### src/hw/rtl/pfrc_pkg.sv
// Shared types and constants of the page frame reference counter.
package pfrc_pkg;

  localparam int unsigned FRAME_SHIFT = 12;
  localparam logic [31:0] PAGE_MASK   = 32'hffff_f000;
  localparam logic [31:0] WRITABLE    = 32'h0000_0002;
  localparam logic [31:0] NEW_FLAGS   = 32'h0000_0007;

  // Input operation codes.
  localparam logic [2:0] MODE_INIT   = 3'd0;
  localparam logic [2:0] MODE_FREE   = 3'd1;
  localparam logic [2:0] MODE_SHARE  = 3'd2;
  localparam logic [2:0] MODE_FAULT  = 3'd3;
  localparam logic [2:0] MODE_VERIFY = 3'd4;

  // Result status codes.
  localparam logic [2:0] ST_DONE     = 3'd0;
  localparam logic [2:0] ST_IGNORED  = 3'd1;
  localparam logic [2:0] ST_NONEXIST = 3'd2;
  localparam logic [2:0] ST_FREE     = 3'd3;
  localparam logic [2:0] ST_SAT      = 3'd4;

  // Configuration register indexes.
  localparam logic REG_LOW_MEMORY = 1'b0;
  localparam logic REG_MEM_END    = 1'b1;

  localparam logic [7:0] COUNT_MAX = 8'd255;

  typedef enum logic [2:0] {
    OP_IGNORE,
    OP_INIT,
    OP_FREE,
    OP_SHARE,
    OP_FAULT
  } op_t;

  typedef enum logic [1:0] {
    LOC_BELOW,
    LOC_COUNTED,
    LOC_ABSENT
  } loc_t;

  typedef struct packed {
    op_t  op;
    loc_t loc;
  } decode_t;

  typedef struct packed {
    logic [7:0]  count_after;
    logic [2:0]  status;
    logic        need_copy;
    logic [31:0] new_entry;
  } result_t;

endpackage

### src/hw/rtl/pfrc_front.sv
// Operation decode and frame lookup for an incoming beat.
module pfrc_front #(
  parameter int unsigned FRAME_COUNT = 4096
) (
  input  logic [2:0]                     mode,
  input  logic [31:0]                    entry_word,
  input  logic [31:0]                    low_memory,
  input  logic [31:0]                    mem_end,
  output pfrc_pkg::decode_t              dec,
  output logic [$clog2(FRAME_COUNT)-1:0] idx
);
  import pfrc_pkg::*;

  localparam int unsigned IDX_W = $clog2(FRAME_COUNT);

  logic [31:0] addr;
  logic [31:0] diff;
  logic        beyond;

  always_comb begin
    // Init and free take a plain frame address, the rest take an entry.
    if (mode == MODE_INIT || mode == MODE_FREE) begin
      addr = entry_word;
    end else begin
      addr = entry_word & PAGE_MASK;
    end
    diff   = addr - low_memory;
    beyond = (addr >= mem_end) ||
             ({1'b0, diff[31:FRAME_SHIFT]} >= 21'(FRAME_COUNT));
    idx    = diff[FRAME_SHIFT +: IDX_W];

    if (addr < low_memory) begin
      dec.loc = LOC_BELOW;
    end else if (beyond) begin
      dec.loc = LOC_ABSENT;
    end else begin
      dec.loc = LOC_COUNTED;
    end

    unique case (mode)
      MODE_INIT:   dec.op = OP_INIT;
      MODE_FREE:   dec.op = OP_FREE;
      MODE_SHARE:  dec.op = entry_word[0] ? OP_SHARE : OP_IGNORE;
      MODE_FAULT:  dec.op = OP_FAULT;
      MODE_VERIFY: dec.op = (entry_word[1:0] == 2'b01) ? OP_FAULT : OP_IGNORE;
      default:     dec.op = OP_IGNORE;
    endcase
  end

endmodule

### config.mk
export PLATFORM = sky130hd
export DESIGN_NAME = pfrc_front
export DESIGN_NICKNAME = d
export VERILOG_FILES = /design/src/hw/rtl/pfrc_pkg.sv /design/src/hw/rtl/pfrc_front.sv
export SDC_FILE = /design/constraint.sdc
export NUM_CORES = 1
export LEC_CHECK = 0
export BUFFER_PORTS_ARGS = -buffer_cell sky130_fd_sc_hd__buf_2
export CORE_AREA = 5 5 98 100
export DETAILED_ROUTE_END_ITERATION = 16
export DIE_AREA = 0 0 103 105
export GPL_TIMING_DRIVEN = 0
export SYNTH_ARGS = -nofsm -noshare
export SYNTH_HDL_FRONTEND = slang
export SYNTH_SLANG_ARGS = --single-unit
### constraint.sdc
create_clock -name vclk -period 6.1
set_input_delay 1.22 -clock vclk [all_inputs]
set_output_delay 1.22 -clock vclk [all_outputs]
set_load 0.05 [all_outputs]
After elaboration in Yosys (flattened, before gate mapping)
Cells that the tools add are included.
{ "classes": {"n_addsub": 1, "n_mul": 0, "n_div": 0, "n_lt_le_gt_ge": 3, "n_eq_ne": 5, "shift": 0, "muxes": 6, "bitwise_logic": 0, "reduce_logical": 3} }
{ "ops": {"columns": ["cell", "count"], "rows": [
  ["$ge A32 B32 Y1", 1],
  ["$lt A32 B32 Y1", 1],
  ["$sub A32 B32 Y32", 1],
  ["$ge A20 B13 Y1 const B", 1],
  ["$pmux W3 S5", 1],
  ["$mux W12", 1],
  ["$eq A3 B2 Y1 const B", 2],
  ["$mux W2", 3],
  ["$eq A3 B1 Y1 const B", 1],
  ["$eq A3 B3 Y1 const B", 1],
  ["$logic_not A3 Y1", 1],
  ["$mux W3", 1],
  ["$eq A2 B1 Y1 const B", 1],
  ["$logic_or A1 B1 Y1", 2]
]} }
{ "totals": {"ff_bits": 0, "latchBits": 0, "ramBits": 0, "rom_bits": 0, "inputBits": 99, "out_inout_bits": 17, "word_cells": 18, "mem_count": 0} }

Longest topological paths before layout
Gate-level depths: netlist of the first run.
{ "depth": {"depth_word": 8, "depth_mapped": 13, "ltp_nobuf": 12} }

Least setup slack after synthesis of the first run
OpenSTA, ideal clock, no wires.
{ "synth_timing": {"path_type": "in2out", "startpoint": "in mode[1]", "endpoint": "out dec[0] (netlist bit)", "arrival_time_ns": 4.643, "t_required_ns": 4.880, "slack_ns": 0.237, "stages": 13, "n_path_buf": 1, "cell_sequence": "buf_4 nor2_1 and2_1 ha_1 a21oi_1 nand2_1 a211oi_2 o221ai_2 a211oi_2 xor2_1 nand4_1 a311o_1 nor4b_2"} }
{ "synth_lines": {"columns": ["element", "line_no", "text"], "rows": [
  ["start: declaration", "pfrc_front.sv:5", "input logic [2:0] mode,"],
  ["end: declaration", "pfrc_front.sv:9", "output pfrc_pkg::decode_t dec,"]
]} }

==> results of run 1 <==
-- cell usage in the layout, fill, tap and decap left out, types with 12 or more instances in the layout --
cell type and n:
sky130_fd_sc_hd__nand3_1 12, sky130_fd_sc_hd__ha_1 54, sky130_fd_sc_hd__a21o_1 12, sky130_fd_sc_hd__inv_1 69, sky130_fd_sc_hd__buf_2 115, sky130_fd_sc_hd__a21oi_1 33, sky130_fd_sc_hd__nand2_1 31, sky130_fd_sc_hd__nor2b_1 12
sky130_fd_sc_hd__nor2_1 17, sky130_fd_sc_hd__clkbuf_1 15, sky130_fd_sc_hd__o21ai_0 19
-- per-stage QoR --
stage,hold WS [ns],area (µm²)
after detailed placement,2.798,3646
after CTS,2.798,3654
after global placement,2.789,3646
after global routing,2.813,3657
final,2.795,3657
after floorplan,2.617,2935
-- critical path, delay by kind of cell --
kind	cells	cell delay, ns
and+or+nand+nor	5	0.93
buffers and inverters	3	0.63
AOI/OAI and AO/OA	5	1.49
adders and majority gates	1	0.31
muxes	1	0.13
-- path summary, 6_finish.rpt --
| path | startpoint | end | slack [ns] | cells past startpoint |
|---|---|---|---|---|
| worst max-delay path | mode[1] | dec[0] | 0.16 | 15 |
| worst min-delay path | mode[0] | dec[2] | 2.80 | 3 |
-- final cells by class --
class	count	share of cell area [%]
buffer	17	2.053
multi-input combinational	343	71.43
tap	108	3.695
inverter	69	7.082
timing repair buffer	115	15.74
-- routing by layer --
| layer | vias to the layer above | part of all wire [%] | wire length (µm) |
|---|---|---|---|
| met2 | 70 | 46 | 4150 |
| met4 | 0 | 0.29 | 26 |
| met5 | - | 0 | 0 |
| met1 | 1511 | 49 | 4436 |
| li1 | 1781 | - | - |
| met3 | 2 | 4.4 | 396 |
-- cell families after synthesis --
| logic type | Yosys count | share of synthesized area [%] |
|---|---|---|
| compound gates | 130 | 30.69 |
| simple gates | 129 | 25.45 |
| buf+inv | 86 | 11.38 |
| fa+ha+maj | 58 | 24.47 |
| xor+xnor | 21 | 6.266 |
| mux | 5 | 1.748 |
-- what timing repair did --
item                                   CTS  global route
endpoints found under the hold margin    0             0
gates resized for setup                  2             1
hold buffers                             0             0
setup endpoints to repair                2             2
-- power breakdown --
group	total, W	switching [W]	internal, W
sequential	0	0	0
clock	0	0	0
combinational	0.000357	0.000226	0.000131
==> flow_summary.json, run 1 <==
{
  "sequential_cell_count": 0,
  "vdd_drop_max_mv": 0.08735,
  "dp.cells": 652,
  "synth_common_cells": "sky130_fd_sc_hd__inv_1 (69), sky130_fd_sc_hd__ha_1 (54), sky130_fd_sc_hd__a21oi_1 (34)",
  "nFillCells": 972,
  "leakagePower_nw": 1.979,
  "grt_setup_unrepaired": "no",
  "wl_per_cell_um": 13.82,
  "die_area_um2": 10820,
  "global_route.peak_usage_layer": "met2",
  "io_buffers": 115,
  "master_of_the_slowest_instance_on_the_critical_path": "sky130_fd_sc_hd__a311o_1",
  "synth_top_cell_by_area": "sky130_fd_sc_hd__ha_1",
  "sequential_cell_area_um2": 0,
  "mappedNetlistArea_um2": 2935,
  "floorplan.initialDensity_pct": 34.16,
  "postLayoutSetupSlackWorst_ns": 0.1639,
  "timing.critical_path.mode_cell": "sky130_fd_sc_hd__buf_2",
  "post-route-min-period_ns": 5.936,
  "end_kind": "output pin",
  "design_power_total_w": 0.0003574,
  "detail_route.wirelength_um": 9010,
  "pin_count": 116,
  "detailedRoute.firstPassIterationCount": 4,
  "die_width_um": 103,
  "chipHeight_um": 105,
  "first_global_vias": 3261,
  "synth_warnings": 0,
  "final_antenna_net_count": 0,
  "min_path_type": "in -> out",
  "drv.max_cap_violation_count": 0,
  "syn_avg_cell_area_um2": 6.842,
  "groute.layer.met2.usage_pct": 26.12,
  "synth.net_count": 582,
  "pwr_density_cell_nw_per_um2": 97.71,
  "synthTopCellsByArea": "sky130_fd_sc_hd__ha_1 (23%), sky130_fd_sc_hd__inv_1 (8.8%), sky130_fd_sc_hd__a21oi_1 (5.8%), sky130_fd_sc_hd__nand2_1 (4.0%), sky130_fd_sc_hd__xnor2_1 (3.3%)",
  "detailedRoute.firstIterationViolations": 123,
  "final_core_utilization_pct": 42.56,
  "crit_path_max_fanout": 10,
  "final_hold_viol_count": 0,
  "grt_max_degree": 11,
  "status": "finished, final reports clean",
  "slew_violations": 0,
  "area_of_the_multi_input_gates_um2": 2613,
  "coreArea_um2": 8593,
  "start_kind": "input port",
  "dp_slack_ns": -0.1972,
  "syn_inst": 429,
  "grtUsageMet1_pct": 23.39,
  "yosysMostFrequentCell": "sky130_fd_sc_hd__inv_1",
  "final.clkbuf_count": 0,
  "max_clock_freq_mhz": 168.5,
  "drt-vias-per-instance": 5.160,
  "vias": 3364,
  "finalNetCount": 699,
  "cts_setup_buffers": 0,
  "crit_arrival_ns": 4.72,
  "drc_viols": 0,
  "gr-usage-all-layers_pct": 15.72,
  "worstMarginPinSlew_ns": 0.5287,
  "crit_chain": "buf_2 > buf_4 > nor2_4 > and2_1 > ha_1 > a21oi_2 > nor2b_1 > nor2_1 > o211ai_1 > o221ai_2 > a31oi_2 > mux2i_1 > a311o_1 > nor4b_2 > buf_2",
  "ys_seq_area_share_pct": 0,
  "finish.cell_count_without_fillers": 652,
  "grt.overflow.total": 0,
  "number_of_antenna_violations_at_the_first_check_in_global_routing": 0,
  "cpPeakStageDelay_ns": 0.40,
  "gr-usage-met3_pct": 0.8661,
  "num_rows": 34,
  "final_min_period_over_clock_period_pct": 97.31,
  "setup_tns_ns": 0,
  "grt_pass1_wl_um": 14550,
  "synth.lib_cells_used.distinct": 66,
  "antenna-diode-count": 0,
  "final_layout_size_suffix_gt1_share_pct": 25.18,
  "report.final.setup_viol": 0,
  "area.growth.synth_to_final_pct": 24.60,
  "worst-endpoint-required_ns": 4.88,
  "worstSetupPathType": "in -> out",
  "max_slew_margin_pct": 63.84,
  "gpl.final_weighted_congestion": 0.8800,
  "synth_top_area_share_pct": 23.02,
  "post-dp-hpwl_um": 8022
}
(Power assumes the default switching activity.)
==> run 2: changes to the inputs <==
--- a/config.mk
+++ b/config.mk
@@ -5,11 +5,15 @@
 export SDC_FILE = /design/constraint.sdc
 export NUM_CORES = 1
 export LEC_CHECK = 0
+export ABC_AREA = 1
 export BUFFER_PORTS_ARGS = -buffer_cell sky130_fd_sc_hd__buf_2
-export CORE_AREA = 5 5 98 100
+export CELL_PAD_IN_SITES_DETAIL_PLACEMENT = 0
+export CELL_PAD_IN_SITES_GLOBAL_PLACEMENT = 2
+export CORE_AREA = 5 5 121 123
 export DETAILED_ROUTE_END_ITERATION = 16
-export DIE_AREA = 0 0 103 105
+export DIE_AREA = 0 0 126 128
 export GPL_TIMING_DRIVEN = 0
+export PLACE_DENSITY_LB_ADDON = 0.1
 export SYNTH_ARGS = -nofsm -noshare
 export SYNTH_HDL_FRONTEND = slang
 export SYNTH_SLANG_ARGS = --single-unit
==> run 2 against run 1 <==
  * Fmax rose by 7.8%
  * Non-clock buffer count shrank 15
  * Critical path depth rose by 5
  * Worst hold slack gained 0.038 ns
  * Combinational power is 10% higher
==> flow_summary.json, run 2 <==
{
  "post_cts_resize_count": 0,
  "gpl.final_weighted_congestion": 0.8065,
  "pwr_density_cell_nw_per_um2": 96.83,
  "design_power_total_w": 0.0003941,
  "detail_route.wirelength_um": 11600,
  "detailedRoute.firstPassIterationCount": 4,
  "min_path_type": "in -> out",
  "num_rows": 43,
  "synth-xor-area-share_pct": 3.220,
  "area_of_the_multi_input_gates_um2": 2743,
  "synth_warnings": 0,
  "sequential_cell_count": 0,
  "dominant_combinational_cell_family_by_area_after_synthesis": "simple AND/OR/NAND/NOR gates",
  "start_kind": "input port",
  "synthTopCellsByArea": "sky130_fd_sc_hd__ha_1 (21%), sky130_fd_sc_hd__nand2_1 (20%), sky130_fd_sc_hd__inv_1 (15%), sky130_fd_sc_hd__a21oi_1 (7.1%), sky130_fd_sc_hd__nor2_1 (6.9%)",
  "antenna-diode-count": 0,
  "drc_viols": 0,
  "finalNetCount": 892,
  "crit_path_max_fanout": 10,
  "coreArea_um2": 13560,
  "slew_violations": 0,
  "pin_count": 116,
  "mappedNetlistArea_um2": 3264,
  "final.clkbuf_count": 0,
  "setup_tns_ns": 0,
  "mostFrequentLayoutCell": "sky130_fd_sc_hd__nand2_1",
  "setup.worst_path.start": "mode[1]",
  "final_hold_viol_count": 0,
  "grt.overflow.total": 0,
  "final_min_period_over_clock_period_pct": 90.24,
  "detailedRoute.firstIterationViolations": 122,
  "die_width_um": 126,
  "grt_setup_unrepaired": "no",
  "leakagePower_nw": 2.527,
  "post-route-min-period_ns": 5.505,
  "vias": 4013,
  "sequential_cell_area_um2": 0,
  "report.final.setup_viol": 0,
  "yosys.area_share.simple_pct": 44.69,
  "worstMarginPinSlew_ns": 0.9786,
  "endpoint": "dec[0]",
  "grt_max_degree": 11,
  "max_clock_freq_mhz": 181.7,
  "wl_per_cell_um": 12.65,
  "vdd_drop_max_mv": 0.03209,
  "yosysMostFrequentCell": "sky130_fd_sc_hd__nand2_1",
  "final_antenna_net_count": 0,
  "synth_top_area_share_pct": 20.70,
  "first_global_vias": 3859,
  "crit_arrival_ns": 4.28,
  "drt-vias-per-instance": 4.376,
  "synth_common_cells": "sky130_fd_sc_hd__nand2_1 (170), sky130_fd_sc_hd__inv_1 (134), sky130_fd_sc_hd__nor2_1 (60)",
  "synth_compound_area_share_pct": 15.41,
  "synth_top_cell_by_area": "sky130_fd_sc_hd__ha_1",
  "floorplan.initialDensity_pct": 24.08,
  "worst-endpoint-required_ns": 4.88,
  "cts.hold.buffers_added": 0,
  "area.growth.synth_to_final_pct": 24.68,
  "hold_path.startpoint": "entry_word[1]",
  "gr-usage-all-layers_pct": 13.52,
  "final_layout_size_suffix_gt1_share_pct": 20.35,
  "synth.lib_cells_used.distinct": 35,
  "final_cell_mix": "sky130_fd_sc_hd__nand2_1 (170), sky130_fd_sc_hd__inv_1 (134), sky130_fd_sc_hd__buf_2 (116), sky130_fd_sc_hd__nor2_1 (60), sky130_fd_sc_hd__ha_1 (54)",
  "syn_avg_cell_area_um2": 5.257,
  "die_area_um2": 16130,
  "io_buffers": 116,
  "drv.max_cap_violation_count": 0,
  "post-dp-hpwl_um": 10830,
  "chipHeight_um": 128,
  "ys_seq_area_share_pct": 0,
  "end_kind": "output pin",
  "worstSetupPathType": "in -> out",
  "synth.net_count": 774,
  "synth_fa_ha_area_share_pct": 20.70,
  "number_of_antenna_violations_at_the_first_check_in_global_routing": 0,
  "nFillCells": 1630,
  "synth.mux.area_fraction_pct": 0,
  "grt_pass1_wl_um": 18240,
  "status": "finished, final reports clean",
  "cts_setup_buffers": 0,
  "max_slew_margin_pct": 34.16,
  "syn_inst": 621
}
run 2: per-layer routing:
layer | up-vias | wire length, µm | track usage (%)
met5 | - | 0 | 0
met1 | 1707 | 5980 | 20.13
li1 | 2216 | - | -
met3 | 6 | 596 | 1.167
met4 | 0 | 136 | 1.451
met2 | 84 | 4887 | 21.88
run 2: critical path, stage by stage:
cell and delay, ns:
sky130_fd_sc_hd__buf_2 0.12, sky130_fd_sc_hd__nor2_2 0.13, sky130_fd_sc_hd__nand2_2 0.08, sky130_fd_sc_hd__nand2_4 0.14, sky130_fd_sc_hd__buf_6 0.17, sky130_fd_sc_hd__inv_1 0.12
sky130_fd_sc_hd__nor2_1 0.18, sky130_fd_sc_hd__ha_1 0.30, sky130_fd_sc_hd__a21oi_1 0.27, sky130_fd_sc_hd__o21ai_0 0.18, sky130_fd_sc_hd__a21oi_1 0.20, sky130_fd_sc_hd__nor2_1 0.08
sky130_fd_sc_hd__nor3_1 0.25, sky130_fd_sc_hd__nand2_1 0.10, sky130_fd_sc_hd__nand2_1 0.08, sky130_fd_sc_hd__nand3_1 0.09, sky130_fd_sc_hd__nor2_1 0.10, sky130_fd_sc_hd__nand3_1 0.08
sky130_fd_sc_hd__nor2_1 0.09, sky130_fd_sc_hd__buf_2 0.27
run 2: cell type report:
type | count | area share (%)
timing repair buffer | 116 | 14.26
tap | 180 | 5.533
multi-input combinational | 484 | 67.38
inverter | 136 | 12.54
buffer | 1 | 0.2767
run 2: per-stage QoR:
stage                     util (%)  cells  area [µm²]  setup slack (ns)  hold slack, ns
after CTS                    30.02    917        4070            0.5675           2.833
after global routing         30.02    917        4070            0.1884           2.861
after detailed placement     30.02    917        4070            0.5780           2.829
after floorplan                  -    621        3264             1.067           2.908
after global placement       30.02    917        4070            0.5538           2.829
final                        30.02    917        4070            0.5952           2.833
run 2: worst min-delay path by stage:
stage          endpoint  slack, ns  cells after the start
3_3_place_gp     dec[4]       2.83                      3
2_1_floorplan    idx[1]       2.91                      2
3_5_place_dp     dec[4]       2.83                      3
5_1_grt          dec[4]       2.86                      3
6_report         dec[4]       2.83                      3
4_1_cts          dec[4]       2.83                      3
run 2: logic make-up after synthesis:
kind of cell / after synthesis
and+or+nand+nor: 329
buffers and inverters: 137
AOI/OAI and AO/OA: 89
adders and majority gates: 54
xor gates and xnor gates: 12
run 2: power breakdown:
part           switching, W  internal, W  total (W)
clock                     0            0          0
combinational      0.000265     0.000129   0.000394
sequential                0            0          0
total              0.000265     0.000129   0.000394
