`src/hw/rtl/pfrc_pkg.sv`:
```
// Shared types and constants of the page frame reference counter.
package pfrc_pkg;

  localparam int unsigned FRAME_SHIFT = 12;
  localparam logic [31:0] PAGE_MASK   = 32'hffff_f000;
  localparam logic [31:0] WRITABLE    = 32'h0000_0002;
  localparam logic [31:0] NEW_FLAGS   = 32'h0000_0007;

  // Input operation codes.
  localparam logic [2:0] MODE_INIT   = 3'd0;
  localparam logic [2:0] MODE_FREE   = 3'd1;
  localparam logic [2:0] MODE_SHARE  = 3'd2;
  localparam logic [2:0] MODE_FAULT  = 3'd3;
  localparam logic [2:0] MODE_VERIFY = 3'd4;

  // Result status codes.
  localparam logic [2:0] ST_DONE     = 3'd0;
  localparam logic [2:0] ST_IGNORED  = 3'd1;
  localparam logic [2:0] ST_NONEXIST = 3'd2;
  localparam logic [2:0] ST_FREE     = 3'd3;
  localparam logic [2:0] ST_SAT      = 3'd4;

  // Configuration register indexes.
  localparam logic REG_LOW_MEMORY = 1'b0;
  localparam logic REG_MEM_END    = 1'b1;

  localparam logic [7:0] COUNT_MAX = 8'd255;

  typedef enum logic [2:0] {
    OP_IGNORE,
    OP_INIT,
    OP_FREE,
    OP_SHARE,
    OP_FAULT
  } op_t;

  typedef enum logic [1:0] {
    LOC_BELOW,
    LOC_COUNTED,
    LOC_ABSENT
  } loc_t;

  typedef struct packed {
    op_t  op;
    loc_t loc;
  } decode_t;

  typedef struct packed {
    logic [7:0]  count_after;
    logic [2:0]  status;
    logic        need_copy;
    logic [31:0] new_entry;
  } result_t;

endpackage

```
`src/hw/rtl/pfrc_update.sv`:
```
// Count modify step: new count, write-back decision and result fields.
module pfrc_update (
  input  pfrc_pkg::decode_t dec,
  input  logic [31:0]       entry_word,
  input  logic [31:0]       new_frame,
  input  logic [7:0]        cnt,
  output logic              wr_en,
  output logic [7:0]        wr_cnt,
  output pfrc_pkg::result_t res
);
  import pfrc_pkg::*;

  logic counted;
  logic cnt_zero;

  always_comb begin
    counted  = (dec.loc == LOC_COUNTED);
    cnt_zero = (cnt == 8'd0);

    wr_en           = 1'b0;
    wr_cnt          = cnt - 8'd1;
    res.new_entry   = entry_word;
    res.need_copy   = 1'b0;
    res.status      = ST_DONE;
    res.count_after = 8'd0;

    unique case (dec.op)
      OP_INIT: begin
        wr_cnt = 8'd0;
        if (dec.loc == LOC_BELOW) begin
          res.status = ST_IGNORED;
        end else if (dec.loc == LOC_ABSENT) begin
          res.status = ST_NONEXIST;
        end else begin
          wr_en = 1'b1;
        end
      end
      OP_FREE: begin
        if (dec.loc == LOC_BELOW) begin
          res.status = ST_IGNORED;
        end else if (dec.loc == LOC_ABSENT) begin
          res.status = ST_NONEXIST;
        end else if (cnt_zero) begin
          res.status = ST_FREE;
        end else begin
          wr_en           = 1'b1;
          res.count_after = wr_cnt;
        end
      end
      OP_SHARE: begin
        wr_cnt        = cnt + 8'd1;
        res.new_entry = entry_word & ~WRITABLE;
        if (dec.loc == LOC_ABSENT) begin
          res.status = ST_NONEXIST;
        end else if (counted) begin
          if (cnt == COUNT_MAX) begin
            res.status      = ST_SAT;
            res.count_after = COUNT_MAX;
          end else begin
            wr_en           = 1'b1;
            res.count_after = wr_cnt;
          end
        end
      end
      OP_FAULT: begin
        if (counted && cnt == 8'd1) begin
          // Sole owner: just make the mapping writable again.
          res.new_entry   = entry_word | WRITABLE;
          res.count_after = 8'd1;
        end else begin
          res.new_entry = new_frame | NEW_FLAGS;
          res.need_copy = 1'b1;
          if (dec.loc == LOC_ABSENT) begin
            res.status = ST_NONEXIST;
          end else if (counted) begin
            if (cnt_zero) begin
              res.status = ST_FREE;
            end else begin
              wr_en           = 1'b1;
              res.count_after = wr_cnt;
            end
          end
        end
      end
      default: begin
        res.status = ST_IGNORED;
      end
    endcase
  end

endmodule

```
`config.mk`:
```
export PLATFORM = sky130hd
export DESIGN_NAME = pfrc_update
export DESIGN_NICKNAME = d
export VERILOG_FILES = /design/src/hw/rtl/pfrc_pkg.sv /design/src/hw/rtl/pfrc_update.sv
export SDC_FILE = /design/constraint.sdc
export NUM_CORES = 1
export LEC_CHECK = 0
export BUFFER_PORTS_ARGS = -buffer_cell sky130_fd_sc_hd__buf_2
export CAP_MARGIN = 20
export CORE_UTILIZATION = 34
export DETAILED_ROUTE_END_ITERATION = 6
export PLACE_DENSITY = 0.88
export SLEW_MARGIN = 20
export SYNTH_ARGS = -nofsm -noshare
export SYNTH_HDL_FRONTEND = slang
export SYNTH_SLANG_ARGS = --single-unit
```
`constraint.sdc`:
```
create_clock -name vclk -period 2.4
set_input_delay 0.6 -clock vclk [all_inputs]
set_output_delay 0.6 -clock vclk [all_outputs]
set_load 0.01 [all_outputs]
```
# == After elaboration in Yosys (flattened, before gate mapping) ==
# Cells that the tools add are included.
# Widths: inputs -> output; s select.
# op_classes
n_eq_ne,8
muxes,36
n_addsub,2
reduce_logical,3
# ops
operator,count
$pmux 32 s2,1
$mux 8,7
$mux 32,1
$pmux 8 s3,1
$mux 11,2
$pmux 8 s2,1
$mux 1,12
$pmux 3 s4,1
$mux 2,5
$mux 3,3
$add 8x1->8 const B,1
$eq 8x1->1 const B,1
$eq 8x8->1 const B,1
$logic_not 8->1,1
$sub 8x1->8 const B,1
$eq 3x2->1 const B,2
$mux 4,1
$pmux 1 s4,1
$eq 3x1->1 const B,1
$eq 3x3->1 const B,1
$eq 2x1->1 const B,1
$eq 2x2->1 const B,1
$logic_not 2->1,1
$logic_and 1x1->1,1
# totals
wordCells,49
out_inout_bits,53
ff_bits,0
input_bits,77

# == Longest topological paths before layout ==
# Gate-level depths: netlist of run 1.
# depth
depth_word,6
mapped_depth,6

# == Least setup slack after synthesis of run 1 ==
# No wires, ideal clock.
# synth_path
kind,input-to-output
start,input port dec[2] (netlist name)
end,output port res[41] (netlist name)
path_stages,5
path_slack_ns,-0.119
t_required_ns,1.800
n_path_buf,1
arrival_time_ns,1.919
cell_sequence,buf_6 or4bb_1 o21ai_1 o211ai_1 a32oi_1
# synth_rtl
item,line,text
start: declaration,pfrc_update.sv:3,"input pfrc_pkg::decode_t dec,"
end: declaration,pfrc_update.sv:9,output pfrc_pkg::result_t res

==> impl_summary.log, run 1 <==
INFO  metric timing.critical_path.from_type = primary input
INFO  metric grt.met1_usage = between 30% and 40%
INFO  metric die_height = 63.6 um
INFO  metric remaining_drc_errors = 0
INFO  metric gr-total-overflow = 0
INFO  metric max_cap_viol_count = 0
INFO  metric timing.final.setup_violations = 44
INFO  metric power.combinational.fraction = between 90% and 100%
INFO  metric finalWeightedCongestion = between 0.8 and 0.9
INFO  metric final.clkbuf_count = 0
INFO  metric worst_setup_path_end = res[14]
INFO  metric fin_hold_ws = ~1.5 ns
INFO  metric groute.usage.overall = 28.7%
INFO  metric timing.fmax = 375 MHz
INFO  metric syn_inst = 157
INFO  metric num_vias = between 2000 and 2500
INFO  metric wire_per_inst = approximately 18 um
INFO  metric timing.critical_path.fanout_max = 8
INFO  metric worst_setup_path_startpoint = cnt[5]
INFO  metric ys_seq_area_share = 0%
INFO  metric dpl.hpwl = ~4100 um
INFO  metric grt_setup_unrepaired = true
INFO  metric area_taken_by_flip_flops_and_latches = 0 sq um
INFO  metric fin_setup_tns = -8.57 ns
INFO  metric place_ws = -0.307 ns
INFO  metric fin_nets = 409
INFO  metric relSlewSlack = 78.7%
INFO  metric fp.coreArea = approximately 3700 sq um
INFO  metric netlist.top_cell.by_area = sky130_fd_sc_hd__mux2_4
INFO  metric p_total = roughly 530 uW
INFO  metric synthTopCellsByArea = sky130_fd_sc_hd__mux2_4, sky130_fd_sc_hd__buf_6, sky130_fd_sc_hd__nor2_1
INFO  metric class_of_the_worst_hold_path = primary input to output pin
INFO  metric grt_max_degree = 11
INFO  metric busiest_layer = met2
INFO  metric floorplan.die.width = 63.6 um
INFO  metric die_area = a little over 4000 sq um
INFO  metric areaGrowthSynthToFinish = 130%
INFO  metric required = 1.80 ns
INFO  metric io_buffers = about 130
INFO  metric synth.net_count = roughly 240
INFO  metric outcome = finished with violations
INFO  metric post_synth_instance_area = between 1000 and 1500 sq um
INFO  metric top_library_cells_by_usage_in_the_layout_fill_and_taps_aside = sky130_fd_sc_hd__buf_2, sky130_fd_sc_hd__buf_6, sky130_fd_sc_hd__buf_4, sky130_fd_sc_hd__mux2_4, sky130_fd_sc_hd__nor2_1
INFO  metric cellInternalPower = roughly 300 uW
INFO  metric final.period_utilization = 111%
INFO  metric met2_usage = between 50% and 60%
INFO  metric sw_frac_of_total = between 40 and 50%
INFO  metric critical_path.endpoint_type = output pin
INFO  metric start_util = a little over a third
INFO  metric yosysWarningCount = 0
INFO  metric failing_checks = negative setup slack
INFO  metric drtPass1Iterations = 4
INFO  metric timing.final.crit_period = roughly 2.7 ns
INFO  metric power.share.sequential = 0%
INFO  metric synthesis.area_per_instance = about 8.2 sq um
INFO  metric critical_path_arrival = around 2 ns
INFO  metric antenna_found_initial = 0
INFO  metric leakagePower = approximately 1.4 nW
INFO  metric critical_path_class = primary input to output pin
INFO  metric cts.hold.buffers_added = 0
INFO  metric totalWireLength = 6650 um
INFO  metric proportion_of_netlist_area_held_by_the_largest_area_contributor = ~30%
INFO  metric met3_usage = 3.62%
INFO  metric detail_route.vias_per_cell = ~5.5
INFO  metric final_hold_viol_count = 0
INFO  metric timing_worst_slew_pin_value = 0.318 ns
INFO  metric power_frac_clock = 0%
INFO  metric total_switching_power = between 200 and 250 uW
INFO  metric floorplan_row_count = 22
INFO  metric slew_viol_final = 0
INFO  metric first_global_vias = just under 2000
INFO  metric post_route_cells_drive_above_1_share = 77.6%
INFO  metric postLayoutSetupSlackWorst = -0.265 ns
INFO  metric top_level_ports = 130
INFO  metric leading_cell_type_in_the_layout_fill_and_taps_excluded = sky130_fd_sc_hd__buf_2
INFO  metric yosys.cell_types.count = 44
INFO  metric global_route_wire_length_before_repair = around 9300 um
INFO  metric power_density = 178 nW/um^2
INFO  metric ir_worst_vdd = between 0.1 and 0.15 mV
INFO  metric drt_first_iter_violations = 92
INFO  metric fillCellCount = approximately 220
INFO  metric antenna-diode-count = 0
INFO  metric n_sequential_cell = 0
INFO  metric drtAntennaViolNets = 0
[power groups by stage]
stage,Sequential (mW),Combinational (mW),Clock [mW]
2_1_floorplan,0,0.208,0
3_3_place_gp,0,0.372,0
3_5_place_dp,0,0.382,0
4_1_cts,0,0.491,0
5_1_grt,0,0.554,0
6_report,0,0.528,0
[logic make-up (layout without fill, tap and decap cells)]
family / count (synthesis) / count (layout) / share of synthesized area [%]
buffers and inverters: 14 / 183 / 7.95
XOR/XNOR: 7 / 7 / 4.75
adder cells (fa/ha/maj): 4 / 4 / 3.88
AND/OR/NAND/NOR: 59 / 59 / 26.8
AO/OA/AOI/OAI: 44 / 44 / 23.8
multiplexers: 29 / 29 / 32.9
[worst min path at each step]
stage | from | endpoint | slack [ns] | cells after the start
floorplan | cnt[0] | wr_cnt[0] | 1.25 | 1
global placement | entry_word[0] | res[0] | 1.47 | 3
detailed placement | entry_word[0] | res[0] | 1.48 | 3
CTS | entry_word[0] | res[0] | 1.48 | 3
global route | entry_word[0] | res[0] | 1.49 | 3
finish | entry_word[0] | res[0] | 1.48 | 3
[synthesized netlist by cell type, types with 2 or more instances]
| master | n |
|---|---|
| sky130_fd_sc_hd__or2_2 | 3 |
| sky130_fd_sc_hd__and4_1 | 2 |
| sky130_fd_sc_hd__nor2_1 | 16 |
| sky130_fd_sc_hd__o22ai_1 | 4 |
| sky130_fd_sc_hd__nand2b_1 | 4 |
| sky130_fd_sc_hd__o211ai_1 | 4 |
| sky130_fd_sc_hd__a2bb2oi_1 | 2 |
| sky130_fd_sc_hd__inv_1 | 3 |
| sky130_fd_sc_hd__mux2_2 | 3 |
| sky130_fd_sc_hd__nor3_1 | 2 |
| sky130_fd_sc_hd__nand3_1 | 7 |
| sky130_fd_sc_hd__xor2_1 | 3 |
| sky130_fd_sc_hd__mux2_4 | 26 |
| sky130_fd_sc_hd__o31ai_1 | 4 |
| sky130_fd_sc_hd__nand3b_1 | 2 |
| sky130_fd_sc_hd__xnor2_1 | 4 |
| sky130_fd_sc_hd__nor2b_1 | 4 |
| sky130_fd_sc_hd__ha_1 | 4 |
| sky130_fd_sc_hd__buf_2 | 4 |
| sky130_fd_sc_hd__a21oi_1 | 8 |
| sky130_fd_sc_hd__nand2_1 | 9 |
| sky130_fd_sc_hd__o21ai_1 | 3 |
| sky130_fd_sc_hd__buf_6 | 6 |
| sky130_fd_sc_hd__a31oi_1 | 2 |
| sky130_fd_sc_hd__o32ai_1 | 3 |
| sky130_fd_sc_hd__and2_1 | 2 |
| sky130_fd_sc_hd__o21ai_0 | 6 |
[critical path, cell delays in order]
cell                      delay [ns]
sky130_fd_sc_hd__buf_6          0.10
sky130_fd_sc_hd__nor4_4         0.30
sky130_fd_sc_hd__and2_4         0.21
sky130_fd_sc_hd__a31oi_4        0.10
sky130_fd_sc_hd__buf_12         0.17
sky130_fd_sc_hd__buf_16         0.14
sky130_fd_sc_hd__mux2_4         0.31
sky130_fd_sc_hd__buf_6          0.13
[final cells by class]
| cell class | count | area, sq um | share of cell area [%] |
|---|---|---|---|
| inverters | 3 | 16.3 | 0.549 |
| multi-input cells | 143 | 1470 | 49.5 |
| well taps | 48 | 60.1 | 2.03 |
| repair buffers | 180 | 1420 | 48.0 |
[through the flow]
stage / instances / cell area [sq um] / util (%)
5_1_grt: 374 / 2960 / 81.0
6_report: 374 / 2960 / 81.0
4_1_cts: 367 / 2790 / 76.2
2_1_floorplan: 157 / 1350 / -
3_3_place_gp: 358 / 2240 / 61.2
3_5_place_dp: 358 / 2240 / 61.2
[layer usage]
metal | part of all wire, % | wire length (um)
met1 | 35 | 2300
met2 | 54 | 3610
met4 | 3.5 | 231
met3 | 7.6 | 505
met5 | 0 | 0
[timing repair]
| action | 4_1_cts | 5_1_grt |
|---|---|---|
| cloned | 4 | 0 |
| setup buffers | 6 | 9 |
| gates resized for setup | 82 | 29 |
| endpoints found under the setup margin | 47 | 49 |
| pin swaps | 17 | 16 |
No activity file was read; power rests on OpenSTA's default activity.
==> inputs of run 2 (changes only) <==
Settings changed: ABC_CLOCK_PERIOD_IN_PS set to 2400, BUFFER_PORTS_ARGS -buffer_cell sky130_fd_sc_hd__buf_2 to -buffer_cell sky130_fd_sc_hd__buf_4, PLACE_DENSITY 0.88 to 0.8.
==> impl_summary.log, run 2 (synthesized netlist as in run 1, its figures left out) <==
INFO  metric floorplan.die.width = ~64 um
INFO  metric groute.usage.overall = between 20% and 30%
INFO  metric class_of_the_worst_hold_path = primary input to output pin
INFO  metric wire_per_inst = between 15 and 20 um
INFO  metric dpl.hpwl = between 4000 and 5000 um
INFO  metric path_buf_inv = 4
INFO  metric power.combinational.fraction = 100.0%
INFO  metric fin_setup_tns = -7.74 ns
INFO  metric leakagePower = between 1 and 1.5 nW
INFO  metric max_cap_viol_count = 0
INFO  metric top_level_ports = 130
INFO  metric timing.critical_path.fanout_max = 8
INFO  metric total_switching_power = between 200 and 250 uW
INFO  metric io_buffers = between 100 and 150
INFO  metric place_area = 2620 sq um
INFO  metric final.clkbuf_count = 0
INFO  metric timing.critical_path.from_type = primary input
INFO  metric fin_nets = about 410
INFO  metric top_library_cells_by_usage_in_the_layout_fill_and_taps_aside = sky130_fd_sc_hd__buf_4, sky130_fd_sc_hd__buf_6, sky130_fd_sc_hd__mux2_4, sky130_fd_sc_hd__nor2_1, sky130_fd_sc_hd__nand2_1
INFO  metric detail_route.vias_per_cell = between 5 and 6
INFO  metric timing.final.crit_period = about 2.6 ns
INFO  metric cellInternalPower = roughly 320 uW
INFO  metric grt_setup_unrepaired = true
INFO  metric post_route_cells_drive_above_1_share = 79.3%
INFO  metric cp_top_family = buffers and inverters
INFO  metric slew_viol_final = 0
INFO  metric n_sequential_cell = 0
INFO  metric die_height = 63.6 um
INFO  metric finish.cell_count_without_fillers = roughly 370
INFO  metric crit_path_top_cell_by_count = sky130_fd_sc_hd__buf_6
INFO  metric finalWeightedCongestion = approximately 0.9
INFO  metric required = 1.80 ns
INFO  metric floorplan_row_count = 22
INFO  metric drtAntennaViolNets = 0
INFO  metric critical_path.endpoint_type = output pin
INFO  metric num_vias = about 1900
INFO  metric power_density = approximately 180 nW/um^2
INFO  metric stdcell_area = approximately 3100 sq um
INFO  metric failing_checks = negative setup slack
INFO  metric final_hold_viol_count = 0
INFO  metric timing.final.setup_violations = 45
INFO  metric place_ws = -0.290 ns
INFO  metric power_frac_clock = 0%
INFO  metric start_util = a little over a third
INFO  metric gr-total-overflow = 0
INFO  metric ir_worst_vdd = between 0.09 and 0.1 mV
INFO  metric fp.coreArea = 3660 sq um
INFO  metric cts.hold.buffers_added = 0
INFO  metric sw_frac_of_total = roughly two fifths
INFO  metric remaining_drc_errors = 0
INFO  metric timing_worst_slew_pin_value = ~0.33 ns
INFO  metric critical_path_class = primary input to output pin
INFO  metric postLayoutSetupSlackWorst = -0.226 ns
INFO  metric outcome = finished with violations
INFO  metric antenna-diode-count = 0
INFO  metric critical_path_arrival = between 2 and 2.5 ns
INFO  metric grt_max_degree = 18
INFO  metric totalWireLength = roughly 5900 um
INFO  metric fin_hold_ws = around 1.5 ns
INFO  metric area_taken_by_flip_flops_and_latches = 0 sq um
INFO  metric final.period_utilization = 109%
INFO  metric drt_first_iter_violations = 69
INFO  metric leading_cell_type_in_the_layout_fill_and_taps_excluded = sky130_fd_sc_hd__buf_4
INFO  metric critical_path_s_largest_stage_delay = between 0.4 and 0.5 ns
INFO  metric dp.cells = 365
INFO  metric die_area = about 4000 sq um
INFO  metric areaGrowthSynthToFinish = 138%
INFO  metric first_global_vias = 1915
INFO  metric power.share.sequential = 0%
INFO  metric timing.fmax = 381 MHz
INFO  metric worst_path_max_delay_cell = sky130_fd_sc_hd__or3b_4
INFO  metric global_route_wire_length_before_repair = between 8000 and 9000 um
INFO  metric antenna_found_initial = 0
INFO  metric timing.critical_path.cells = buf_6 > or3b_4 > a31oi_4 > buf_6 > buf_12 > mux2_4 > buf_6
INFO  metric drtPass1Iterations = 4
INFO  metric relSlewSlack = about 78%
run 2: timing repair:
| item | in CTS | in global routing |
|---|---|---|
| gates cloned | 1 | 0 |
| pin swaps | 18 | 12 |
| endpoints found under the setup margin | 49 | 48 |
| gates resized for setup | 56 | 33 |
| setup buffers | 3 | 4 |
run 2: layout make-up:
| class | instances | area [sq um] |
|---|---|---|
| Multi-Input combinational cell | 143 | 1500 |
| Inverter | 3 | 16.3 |
| Fill cell | 220 | 589 |
| Timing Repair Buffer | 178 | 1500 |
| Tap cell | 48 | 60.1 |
run 2: power by group through the flow:
stage / clock [mW] / combinational (mW) / sequential, mW
after global routing: 0 / 0.568 / 0
after floorplan: 0 / 0.208 / 0
final: 0 / 0.539 / 0
after detailed placement: 0 / 0.457 / 0
after CTS: 0 / 0.504 / 0
after global placement: 0 / 0.449 / 0
run 2: tightest hold or removal path, stage by stage:
cell and delay, ns:
sky130_fd_sc_hd__buf_4 0.08, sky130_fd_sc_hd__or2_4 0.10, sky130_fd_sc_hd__buf_6 0.09
run 2: per-stage QoR:
stage | power [mW] | util [%]
3_5_place_dp | 0.457 | 71.7
4_1_cts | 0.504 | 78.7
2_1_floorplan | 0.208 | -
5_1_grt | 0.568 | 83.9
6_report | 0.539 | 83.9
3_3_place_gp | 0.449 | 71.7
run 2: worst paths after layout:
path	start	to	slack [ns]	cells past startpoint
setup / recovery	dec[2]	res[20]	-0.23	7
hold / removal	entry_word[2]	res[2]	1.47	3
run 2: layer usage:
layer,routed length [um],global-route usage (%),vias to the layer above,share of wire [%]
met4,134,5.40,0,2.3
met2,3400,53.9,85,57
li1,-,-,925,-
met3,321,3.08,13,5.4
met1,2080,26.3,912,35
met5,0,0,-,0
